<file path="config.mk">
export PLATFORM = sky130hd
export DESIGN_NAME = vng_cross
export DESIGN_NICKNAME = d
export VERILOG_FILES = /design/src/rtl/vng_pkg.sv /design/src/rtl/vng_cross.sv
export SDC_FILE = /design/constraint.sdc
export NUM_CORES = 2
export LEC_CHECK = 0
export BUFFER_PORTS_ARGS = -buffer_cell sky130_fd_sc_hd__buf_2
export CAP_MARGIN = 20
export CORE_UTILIZATION = 45
export DETAILED_ROUTE_END_ITERATION = 10
export GPL_TIMING_DRIVEN = 0
export PLACE_DENSITY = 0.64
export SYNTH_ARGS = -nofsm -noshare
export SYNTH_HDL_FRONTEND = slang
export SYNTH_SLANG_ARGS = --single-unit
</file>
<file path="constraint.sdc">
create_clock -name i_clk -period 16.45 [get_ports i_clk]
set_clock_uncertainty 0.2 [all_clocks]
set_input_delay 3.29 -clock i_clk [delete_from_list [all_inputs] [get_ports i_clk]]
set_output_delay 3.29 -clock i_clk [all_outputs]
set_load 0.02 [all_outputs]
</file>
<file path="src/rtl/vng_pkg.sv">
`timescale 1ns / 1ps
// Shared constants, codes and types of the vertex normal generator.
// No dependencies; every other file imports this package.
package vng_pkg;

    localparam int IDX_W            = 10;    // vertex index width
    localparam int POS_W            = 16;    // Q7.8 coordinate width
    localparam int ACC_W            = 40;    // accumulator width, Q.16
    localparam int CRS_W            = 34;    // cross product component width
    localparam int NRM_W            = 16;    // Q1.14 normal component width
    localparam int CNT_W            = 11;    // vertex_count register width
    localparam int INDEX_SPAN       = 1024;  // indices the index field can reach
    localparam int VERTEX_DEPTH_DEF = 1024;
    localparam logic [CNT_W-1:0] VCOUNT_RST = 11'd1024;
    localparam logic [NRM_W-1:0] NRM_ONE    = 16'd16384;

    typedef enum logic [1:0] {
        OP_LOAD = 2'd0,
        OP_TRI  = 2'd1,
        OP_READ = 2'd2,
        OP_NOP  = 2'd3
    } t_op;

    typedef enum logic [1:0] {
        ST_OK    = 2'd0,
        ST_RANGE = 2'd1,
        ST_ZERO  = 2'd2,
        ST_RSVD  = 2'd3
    } t_status;

    // Result of the normalizer toward the sequencer.
    typedef struct packed {
        logic                  done;
        logic                  zero;
        logic [2:0][NRM_W-1:0] n;
    } t_norm_res;

endpackage

</file>
<file path="src/rtl/vng_cross.sv">
`timescale 1ns / 1ps
// Cross product (b-a) x (c-a) of three corner positions, one component per cycle
// through two shared multipliers. Depends on vng_pkg.
module vng_cross (
    input  logic                                i_clk,
    input  logic                                i_rst_n,
    input  logic                                i_start,
    input  logic [2:0][vng_pkg::POS_W-1:0]      i_pa,
    input  logic [2:0][vng_pkg::POS_W-1:0]      i_pb,
    input  logic [2:0][vng_pkg::POS_W-1:0]      i_pc,
    output logic                                o_done,
    output logic [2:0][vng_pkg::CRS_W-1:0]      o_cross
);
    import vng_pkg::*;

    logic                  r_busy;
    logic [1:0]            r_k;
    logic [2:0][POS_W:0]   r_e1;
    logic [2:0][POS_W:0]   r_e2;
    logic signed [CRS_W-1:0] r_p1;
    logic signed [CRS_W-1:0] r_p2;
    logic signed [POS_W:0] w_a1, w_b1, w_a2, w_b2;

    always_ff @(posedge i_clk) begin
        if (!i_rst_n) begin
            r_busy <= 1'b0;
            r_k    <= 2'd0;
        end else if (i_start) begin
            r_busy <= 1'b1;
            r_k    <= 2'd0;
        end else if (r_busy) begin
            r_k <= r_k + 2'd1;
            if (r_k == 2'd3) begin
                r_busy <= 1'b0;
            end
        end
    end

    // Operand pairs for component r_k.
    always_comb begin
        unique case (r_k)
            2'd0: begin
                w_a1 = $signed(r_e1[1]); w_b1 = $signed(r_e2[2]);
                w_a2 = $signed(r_e1[2]); w_b2 = $signed(r_e2[1]);
            end
            2'd1: begin
                w_a1 = $signed(r_e1[2]); w_b1 = $signed(r_e2[0]);
                w_a2 = $signed(r_e1[0]); w_b2 = $signed(r_e2[2]);
            end
            default: begin
                w_a1 = $signed(r_e1[0]); w_b1 = $signed(r_e2[1]);
                w_a2 = $signed(r_e1[1]); w_b2 = $signed(r_e2[0]);
            end
        endcase
    end

    always_ff @(posedge i_clk) begin
        if (i_start) begin
            for (int k = 0; k < 3; k++) begin
                r_e1[k] <= {i_pb[k][POS_W-1], i_pb[k]} - {i_pa[k][POS_W-1], i_pa[k]};
                r_e2[k] <= {i_pc[k][POS_W-1], i_pc[k]} - {i_pa[k][POS_W-1], i_pa[k]};
            end
        end
        r_p1 <= CRS_W'(w_a1 * w_b1);
        r_p2 <= CRS_W'(w_a2 * w_b2);
        // products registered in r_p1/r_p2 during step k land in o_cross[k]
        if (r_busy && r_k != 2'd0) begin
            o_cross[2'(r_k - 2'd1)] <= r_p1 - r_p2;
        end
    end

    assign o_done = r_busy && (r_k == 2'd3);

endmodule

</file>
==> results.toml <==
[run_status]
status = "finished clean"

[synthesis]
synthAdderAreaFrac_pct = 44.0
synth_commonest_cells = "inv_1 (777), fa_1 (599), nor2_1 (439), nand2_1 (321), ha_1 (304)"
synth_area_leader_cell = "fa_1"
synth_top_family_by_area = "adder cells"
syn_inst = 3729
ys_seq_area_share_pct = 21.0
yosysMostFrequentCell = "inv_1"
synth_area_sq_um = 35900
syn-num-nets = 4779
netlist.area_leader.share_pct = 33.4
synth-seq-cells = 275
synth-compound-area-share_pct = 10.4
synth-xor-area-share_pct = 3.83
yosys.area_share.simple_pct = 11.7
synth_cell_type_count = 67
avgSynthCellArea_sq_um = 9.62
yosysWarnings = 0
async_flop_share_pct = 0
synth_enable_flop_cells = 204
synth_area_leaders = "fa_1 (33%), edfxtp_1 (17%), ha_1 (11%), inv_1 (8.1%), nor2_1 (4.6%)"
synth.mux.area_fraction_pct = 0.0558
ys.flop_type = "edfxtp_1"

[cts]
cts_buffers = 30
root_buffer = "clkbuf_16"
clkSinkCount = 275
cts-resized-gates = 0
cts.clk_slew.worst_paths_ns = 0.06
cts_tree = "built"
clk_latency_ns = 0.59
postCtsHoldBufs = 0
htreeDepth = 1
cts_setup_buffers = 0
clock_path_buffers = 3

[cells_and_area]
nets = 5087
drive_gt1_share_pct = 8.67
antennaDiodeCount = 0
area_growth_pct = 11.0
fill_cells = 7336

[route]
wl_um = 101000
viasPerCell = 5.27
vias = 26900
drtPass1Iterations = 5
drc = 0
routedWlPerCell_um = 19.7
antenna_left = 0
drt_iter0_drc = 1853

[critical_path]
worst-path-buf-inv = 10
cp_slowest_cell = "a2111oi_0"
path_max_fanout = 10
end_kind = "flip-flop"
worstPathRequired_ns = 16.70
cp_slowest_stage_delay_ns = 0.59
cp-start-kind = "flip-flop"
path_class = "reg2reg"
crit_family = "adder cells"
cp.arrival_ns = 10.03

[global_route]
antenna_found_initial = 1
grt_pass1_vias = 27800
grt_max_degree = 78
grt_overflow = 0
grt_first_pass_wirelength_um = 156000
grt_use_total_pct = 25.2

[die]
coreArea_sq_um = 79000
fp.dieW_um = 284
io_pins = 250
rows = 103
start_util_pct = 45.4
die_h_um = 284
dieArea_sq_um = 80900

[hold_path]
hold_path.class = "reg2reg"

[sta]
tns_ns = 0
setup_viol_count_final = 0
max_freq_mhz = 102
finalHoldViolations = 0
period_share_pct = 59.4
min_period_ns = 9.78
worst_slew_pin_slew_ns = 1.24
rsz0062_at_grt = "no"
slew_headroom_pct = 17.6
slew_violations = 0

[placed_design]
port_buffers = 249
gp_congestion = 0.971
place_hpwl_um = 86200

[flow_run]
drv_cap = 0
==> layout by cell type, fill, tap and decap left out, drive strengths merged, types with 7 or more instances in the layout <==
cell      n
dfxtp    71
a21o    108
o21bai   12
xnor2   122
or3       9
or2      15
clkinv   11
nand2b   24
a31oi     7
inv     777
nor3     39
and2     14
a22o     67
a21oi   166
o211ai    8
clkbuf  113
a211oi   14
a211o     8
nor2b    35
and3     18
a21boi   18
o21ai    65
xor2     35
nand2   321
and4      7
nor2    439
o21a     20
ha      304
edfxtp  204
fa      599
nand3b    7
nand3    35
buf     284
==> per-layer routing <==
layer  routed length, um  track usage, %  part of all wire (%)
met5                   0               0                     0
met4                4900            10.9                   4.9
met3                7150            3.88                   7.1
met2               46700            42.4                    46
met1               41700            32.3                    42
==> cells by family after synthesis <==
family	count (synthesis)
XOR/XNOR	157
multiplexers	2
AO/OA/AOI/OAI	549
flip-flops	275
AND/OR/NAND/NOR	980
adder cells (fa/ha/maj)	903
buffers and inverters	863
==> sequential cells by signal, summed over array words and instances, names as in the netlist <==
signal	cells
o_cross	102
r_e1	51
r_k	2
r_busy	1
r_p1	34
r_p2	34
r_e2	51
==> worst reg2reg max path: cells and delay by family (launching register included) <==
| kind | cells | cell delay (ns) |
|---|---|---|
| compound gates | 9 | 2.60 |
| buf+inv | 10 | 2.15 |
| simple gates | 3 | 0.48 |
| fa+ha+maj | 8 | 3.56 |
| xor+xnor | 1 | 0.23 |
| flops | 1 | 0.42 |
==> cell type report <==
type                    instances  area, sq um  share of cell area [%]
plain buffers                  86          323                   0.811
repair buffers                276         1570                    3.94
inverters                     777         2920                    7.32
clock inverters                21          263                   0.660
flip-flops and latches        275         7550                    19.0
multi-input cells            2591        25100                    63.1
clock buffers                  35          779                    1.96
well taps                    1050         1310                    3.30
==> through the flow <==
stage	setup slack (ns)	utilization, %	hold slack [ns]	area, sq um	std cells
finish	6.67	50.4	0.386	39800	5111
global placement	6.70	48.7	0.373	38400	5028
floorplan	8.73	-	0.334	35900	3729
detailed placement	6.72	49.0	0.375	38700	5048
global route	6.11	50.4	0.410	39800	5111
CTS	6.66	50.3	0.392	39800	5104
==> final timing paths <==
kind                            start                   to  slack [ns]  cells past startpoint
hold reg to reg   r_k[1]$_SDFFE_PP0P_  r_k[1]$_SDFFE_PP0P_        0.39                      2
setup reg to reg  r_k[0]$_SDFFE_PP0P_     r_p2[33]$_DFF_P_        6.67                     31
hold / removal    r_k[1]$_SDFFE_PP0P_  r_k[1]$_SDFFE_PP0P_        0.39                      2
setup / recovery  r_k[0]$_SDFFE_PP0P_     r_p2[33]$_DFF_P_        6.67                     31
Power is not shown: default switching activity piles up to over one toggle a cycle in this logic, so the estimate is an artifact.
