## src/rtl/vng_pkg.sv

```systemverilog
`timescale 1ns / 1ps
// Shared constants, codes and types of the vertex normal generator.
// No dependencies; every other file imports this package.
package vng_pkg;

    localparam int IDX_W            = 10;    // vertex index width
    localparam int POS_W            = 16;    // Q7.8 coordinate width
    localparam int ACC_W            = 40;    // accumulator width, Q.16
    localparam int CRS_W            = 34;    // cross product component width
    localparam int NRM_W            = 16;    // Q1.14 normal component width
    localparam int CNT_W            = 11;    // vertex_count register width
    localparam int INDEX_SPAN       = 1024;  // indices the index field can reach
    localparam int VERTEX_DEPTH_DEF = 1024;
    localparam logic [CNT_W-1:0] VCOUNT_RST = 11'd1024;
    localparam logic [NRM_W-1:0] NRM_ONE    = 16'd16384;

    typedef enum logic [1:0] {
        OP_LOAD = 2'd0,
        OP_TRI  = 2'd1,
        OP_READ = 2'd2,
        OP_NOP  = 2'd3
    } t_op;

    typedef enum logic [1:0] {
        ST_OK    = 2'd0,
        ST_RANGE = 2'd1,
        ST_ZERO  = 2'd2,
        ST_RSVD  = 2'd3
    } t_status;

    // Result of the normalizer toward the sequencer.
    typedef struct packed {
        logic                  done;
        logic                  zero;
        logic [2:0][NRM_W-1:0] n;
    } t_norm_res;

endpackage

```

## src/rtl/vng_norm.sv

```systemverilog
`timescale 1ns / 1ps
// Iterative normalizer: range shift, sum of squares, bit-serial square root and
// restoring division to a rounded Q1.14 unit vector. Depends on vng_pkg.
module vng_norm (
    input  logic                               i_clk,
    input  logic                               i_rst_n,
    input  logic                               i_start,
    input  logic [2:0][vng_pkg::ACC_W-1:0]     i_acc,
    output vng_pkg::t_norm_res                 o_res
);
    import vng_pkg::*;

    typedef enum logic [5:0] {
        N_IDLE  = 6'b000001,
        N_SHIFT = 6'b000010,
        N_SQ    = 6'b000100,
        N_SQRT  = 6'b001000,
        N_DIV   = 6'b010000,
        N_DONE  = 6'b100000
    } t_nstate;

    t_nstate               r_state;
    logic [2:0][ACC_W-1:0] r_m;
    logic [2:0]            r_neg;
    logic                  r_zero;
    logic [1:0]            r_k;
    logic [61:0]           r_sq;
    logic [63:0]           r_s;
    logic [63:0]           r_res;
    logic [63:0]           r_bit;
    logic [4:0]            r_dcnt;
    logic [31:0]           r_rem;
    logic [15:0]           r_nlo;
    logic [15:0]           r_q;
    logic [2:0][NRM_W-1:0] r_n;

    logic [ACC_W-1:0] w_mx;
    logic [1:0]       w_ksel;
    logic [30:0]      w_msel;
    logic [63:0]      w_trial;
    logic [31:0]      w_len;
    logic [45:0]      w_num;
    logic [32:0]      w_dtry;
    logic             w_ge;
    logic [15:0]      w_qv;
    logic [15:0]      w_qc;

    always_comb begin
        w_mx = r_m[0];
        if (r_m[1] > w_mx) w_mx = r_m[1];
        if (r_m[2] > w_mx) w_mx = r_m[2];
        w_ksel  = (r_k == 2'd3) ? 2'd0 : r_k;
        w_msel  = r_m[w_ksel][30:0];
        w_trial = r_res + r_bit;
        w_len   = r_res[31:0];
        w_num   = {w_msel, 14'b0} + 46'(w_len[31:1]);
        w_dtry  = {r_rem, r_nlo[15]};
        w_ge    = w_dtry >= {1'b0, w_len};
        w_qv    = {r_q[14:0], w_ge};
        w_qc    = (w_qv > NRM_ONE) ? NRM_ONE : w_qv;
    end

    always_ff @(posedge i_clk) begin
        if (!i_rst_n) begin
            r_state <= N_IDLE;
            r_k     <= 2'd0;
            r_dcnt  <= 5'd0;
        end else begin
            unique case (r_state)
                N_IDLE: begin
                    if (i_start) begin
                        r_state <= N_SHIFT;
                    end
                end
                N_SHIFT: begin
                    priority if (w_mx == '0) begin
                        r_state <= N_DONE;
                    end else if (w_mx[ACC_W-1:31] != '0) begin
                        // too large: drop one bit of every component
                    end else if (!w_mx[30]) begin
                        // too small: advance every component by one bit
                    end else begin
                        r_state <= N_SQ;
                        r_k     <= 2'd0;
                    end
                end
                N_SQ: begin
                    r_k <= r_k + 2'd1;
                    if (r_k == 2'd3) begin
                        r_state <= N_SQRT;
                    end
                end
                N_SQRT: begin
                    if (r_bit[0]) begin
                        r_state <= N_DIV;
                        r_k     <= 2'd0;
                        r_dcnt  <= 5'd0;
                    end
                end
                N_DIV: begin
                    r_dcnt <= r_dcnt + 5'd1;
                    if (r_dcnt == 5'd16) begin
                        r_dcnt <= 5'd0;
                        r_k    <= r_k + 2'd1;
                        if (r_k == 2'd2) begin
                            r_state <= N_DONE;
                        end
                    end
                end
                N_DONE: begin
                    r_state <= N_IDLE;
                end
                default: begin
                    r_state <= N_IDLE;
                end
            endcase
        end
    end

    always_ff @(posedge i_clk) begin
        unique case (r_state)
            N_IDLE: begin
                for (int k = 0; k < 3; k++) begin
                    r_neg[k] <= i_acc[k][ACC_W-1];
                    r_m[k]   <= i_acc[k][ACC_W-1] ? ACC_W'(0) - i_acc[k] : i_acc[k];
                end
                r_zero <= 1'b0;
                r_n    <= '0;
            end
            N_SHIFT: begin
                priority if (w_mx == '0) begin
                    r_zero <= 1'b1;
                end else if (w_mx[ACC_W-1:31] != '0) begin
                    for (int k = 0; k < 3; k++) r_m[k] <= r_m[k] >> 1;
                end else if (!w_mx[30]) begin
                    for (int k = 0; k < 3; k++) r_m[k] <= r_m[k] << 1;
                end else begin
                    r_s <= '0;
                end
            end
            N_SQ: begin
                if (r_k != 2'd3) begin
                    r_sq <= w_msel * w_msel;
                end
                if (r_k != 2'd0) begin
                    r_s <= r_s + {2'b0, r_sq};
                end
                r_res <= '0;
                r_bit <= 64'd1 << 62;
            end
            N_SQRT: begin
                if (r_s >= w_trial) begin
                    r_s   <= r_s - w_trial;
                    r_res <= (r_res >> 1) + r_bit;
                end else begin
                    r_res <= r_res >> 1;
                end
                r_bit <= r_bit >> 2;
            end
            N_DIV: begin
                if (r_dcnt == 5'd0) begin
                    r_rem <= 32'(w_num[45:16]);
                    r_nlo <= w_num[15:0];
                    r_q   <= '0;
                end else begin
                    r_rem <= w_ge ? 32'(w_dtry - {1'b0, w_len}) : w_dtry[31:0];
                    r_nlo <= r_nlo << 1;
                    r_q   <= w_qv;
                    if (r_dcnt == 5'd16) begin
                        r_n[w_ksel] <= r_neg[w_ksel] ? NRM_W'(0) - w_qc : w_qc;
                    end
                end
            end
            default: begin
            end
        endcase
    end

    assign o_res.done = (r_state == N_DONE);
    assign o_res.zero = r_zero;
    assign o_res.n    = r_n;

endmodule

```

## config.mk

```make
export PLATFORM = sky130hd
export DESIGN_NAME = vng_norm
export DESIGN_NICKNAME = d
export VERILOG_FILES = /design/src/rtl/vng_pkg.sv /design/src/rtl/vng_norm.sv
export SDC_FILE = /design/constraint.sdc
export NUM_CORES = 2
export LEC_CHECK = 0
export BUFFER_PORTS_ARGS = -buffer_cell sky130_fd_sc_hd__buf_2
export CAP_MARGIN = 40
export CORE_UTILIZATION = 65
export CTS_BUF_LIST = sky130_fd_sc_hd__clkbuf_16
export DETAILED_ROUTE_END_ITERATION = 10
export PLACE_DENSITY = 0.83
export SYNTH_ARGS = -nofsm -noshare
export SYNTH_HDL_FRONTEND = slang
export SYNTH_SLANG_ARGS = --single-unit
```

## constraint.sdc

```tcl
create_clock -name i_clk -period 15.8 [get_ports i_clk]
set_clock_uncertainty 0.2 [all_clocks]
set_input_delay 1.58 -clock i_clk [delete_from_list [all_inputs] [get_ports i_clk]]
set_output_delay 1.58 -clock i_clk [all_outputs]
set_load 0.01 [all_outputs]
```

==> flow_metrics.py <==
metrics = {
    "global_routing": {
        "grt_pass1_wl_mm": 303,
        "grtUsageTotal": 0.378,
        "grt_max_degree": 138,
        "grt-ovfl-total": 0,
        "grt_pass1_vias": 56100,
        "antenna_found_initial": 3,
    },
    "clock_tree": {
        "clk_pin_slew_ps": 60,
        "clock-root-buffer": "clkbuf_16",
        "cts_max_level": 2,
        "cts.hold.buffers_added": 0,
        "clock_latency_ps": 700,
        "clockBufferDepth": 3,
        "cts_resized": 0,
        "cts_tree": "done",
        "clock-sinks": 469,
        "cts_inserted_buffers": 56,
        "post_cts_buffers": 0,
    },
    "logic_synthesis": {
        "synth_seq_cells": 469,
        "synth_cell_types": 77,
        "ys_seq_area_frac": 0.212,
        "ys.flop_type": "edfxtp_1",
        "synthCells": 7306,
        "async_flop_share": 0,
        "yosys_warnings": 0,
        "avgSynthCellArea_sq_um": 9.03,
        "syn_nets": 8774,
        "syn_area_sq_um": 65900,
        "synth_edf_count": 456,
    },
    "worst_setup_path": {
        "crit_path_end_kind": "flip-flop",
        "critPathKind": "flip-flop to flip-flop",
        "worst-path-max-fanout": 67,
        "arrival_ps": 12180,
        "cp.required_ps": 16000,
        "r2r_cells": 35,
        "slowest_stage": "o21a_1",
        "r2r_start": "r_k[0]$_SDFFE_PN0P_",
        "r2r-end": "r_sq[59]$_DFFE_PP_",
        "cp_common_cell": "fa_1",
        "rrSetupSlack_ps": 3820,
        "critPathMaxStageDelay_ps": 770,
        "cp-start-kind": "flip-flop",
    },
    "drt": {
        "dr_wl_met3_mm": 19.3,
        "wl_met1_mm": 72.8,
        "post_drt_wl_per_cell_um": 22.3,
        "num_vias": 55800,
        "vias_per_cell": 6.41,
        "drt-pass1-iter-count": 7,
        "drtAntennaViolNets": 0,
        "wl_mm": 194,
        "drtIter0Drc": 6303,
        "detailroute.wirelength.met2_mm": 88.4,
        "drc": 0,
        "top_layer_used": "met5",
    },
    "timing": {
        "final_hold_viol_count": 0,
        "setup_viol": 0,
        "fin_setup_tns_ps": 0,
        "rsz0062_at_grt": "no",
        "period_share": 0.758,
        "period_needed_ps": 11980,
        "slew_headroom": 0.298,
        "worstMarginPinSlew_ps": 1050,
        "slew_violations": 0,
        "fmax_ghz": 0.0835,
    },
    "die": {
        "die_h_um": 321,
        "die_width_um": 321,
        "core_sq_um": 100000,
        "dieArea_sq_um": 103000,
        "std_cell_rows": 116,
        "num_io_pins": 173,
        "initial_core_util": 0.657,
    },
    "min_path": {
        "whs_path_depth": 2,
        "hp-start": "r_k[1]$_SDFFE_PN0P_",
        "worstHoldEndpoint": "r_k[1]$_SDFFE_PN0P_",
        "hold_path.class": "flip-flop to flip-flop",
    },
    "run": {
        "drv_cap": 0,
    },
    "finish": {
        "fin_nets": 8771,
        "area_growth_pct": 6.22,
        "drive_gt1_frac": 0.0576,
    },
    "placement": {
        "place_congestion": 0.992,
        "portBuffers": 172,
        "hpwl_mm": 152,
    },
    "outcome": {
        "status": "finished, final reports clean",
    },
}
==> sequential cells by signal, summed over array words and instances, names as in the netlist <==
signal   count
r_nlo       16
r_state      6
r_dcnt       5
o_res       48
r_rem       32
r_zero       1
r_m        120
r_bit       32
r_q         15
r_s         64
r_res       64
r_neg        3
r_sq        61
r_k          2
==> critical path, delay by kind of cell, from the launching register on <==
kind                       cells  cell delay, ps
adders and majority gates     10            4120
DFF                            1             410
xor gates and xnor gates       1             120
and+or+nand+nor                3             440
AOI/OAI and AO/OA             11            4240
buffers and inverters         10            2120
==> cells in the mapped netlist (all sizes together), types with 87 or more instances <==
master / number / area, sq um
xor2: 207 / 1810
o21ai: 308 / 1540
edfxtp: 456 / 13700
nand4: 87 / 544
a21oi: 381 / 1910
nand2: 617 / 2320
xnor2: 257 / 2250
clkbuf: 287 / 1080
ha: 585 / 7320
inv: 1066 / 4000
nand3: 87 / 435
nor2: 661 / 2480
a21o: 188 / 1410
fa: 760 / 15200
nor3: 182 / 911
mux2i: 107 / 1070
==> layout by cell type (no fill, tap or decap), types with 17 or more instances in the layout <==
cell type	count
inv_1	1070
fa_1	760
nor2_1	659
nand2_1	615
ha_1	583
edfxtp_1	456
a21oi_1	380
o21ai_0	298
xnor2_1	257
xor2_1	207
a21o_1	188
nor3_1	182
buf_2	173
mux2i_1	107
nand4_1	87
nand3_1	87
a221oi_1	80
a211oi_1	76
buf_4	76
a31oi_1	75
o22ai_1	66
and2_1	62
clkbuf_16	56
nor2b_1	55
o31ai_1	53
o21bai_1	52
or3_1	49
o21a_1	47
a311oi_1	46
nor4_1	42
nand2b_1	39
and3_1	24
or4_1	23
o41ai_1	21
o211ai_1	19
or2_2	17
==> area by class of cell <==
class | instances | area (sq um)
diodes | 2 | 5.00
clock buffers | 56 | 1400
clock inverters | 48 | 445
fillers | 7718 | 30200
inverters | 1075 | 4040
multi-input cells | 5445 | 46900
flip-flops and latches | 469 | 14000
well taps | 1357 | 1700
repair buffers | 256 | 1630
==> metrics by stage <==
stage | utilization | hold WS [ps] | instance area (sq um) | worst slack, ps | std cells
after floorplan | - | 251 | 65900 | 2030 | 7306
after global placement | 0.678 | 293 | 68000 | 4480 | 8594
after detailed placement | 0.680 | 311 | 68200 | 4080 | 8602
after CTS | 0.698 | 320 | 70000 | 4090 | 8706
after global routing | 0.698 | 351 | 70000 | 3290 | 8706
final | 0.698 | 315 | 70000 | 3820 | 8708
==> per-layer routing <==
metal  vias to the layer above  global-route usage
li1                      24900                   -
met1                     27000               0.482
met2                      3133               0.599
met3                       721              0.0714
met4                         4               0.231
met5                         -                   0
==> kinds of logic after synthesis <==
family,Yosys count,share of synthesized area
and+or+nand+nor,1997,0.138
AOI/OAI and AO/OA,1526,0.150
buffers and inverters,1392,0.0794
adders and majority gates,1345,0.342
DFF,469,0.212
xor gates and xnor gates,464,0.0616
muxes,113,0.0173
==> how the worst max path moves through the flow <==
stage                        startpoint            endpoint  slack (ps)  cells after the start
finish              r_k[0]$_SDFFE_PN0P_  r_sq[59]$_DFFE_PP_        3820                     35
global route        r_k[0]$_SDFFE_PN0P_  r_sq[59]$_DFFE_PP_        3290                     33
global placement    r_k[0]$_SDFFE_PN0P_  r_sq[59]$_DFFE_PP_        4480                     33
CTS                 r_k[0]$_SDFFE_PN0P_  r_sq[59]$_DFFE_PP_        4090                     35
floorplan              r_m[1]$_DFFE_PP_    r_m[0]$_DFFE_PP_        2030                     25
detailed placement  r_k[0]$_SDFFE_PN0P_  r_sq[59]$_DFFE_PP_        4080                     35
Power is left out: the tool's default activity adds up to more than one toggle a clock period on the data nets, which glitch-free logic cannot reach.
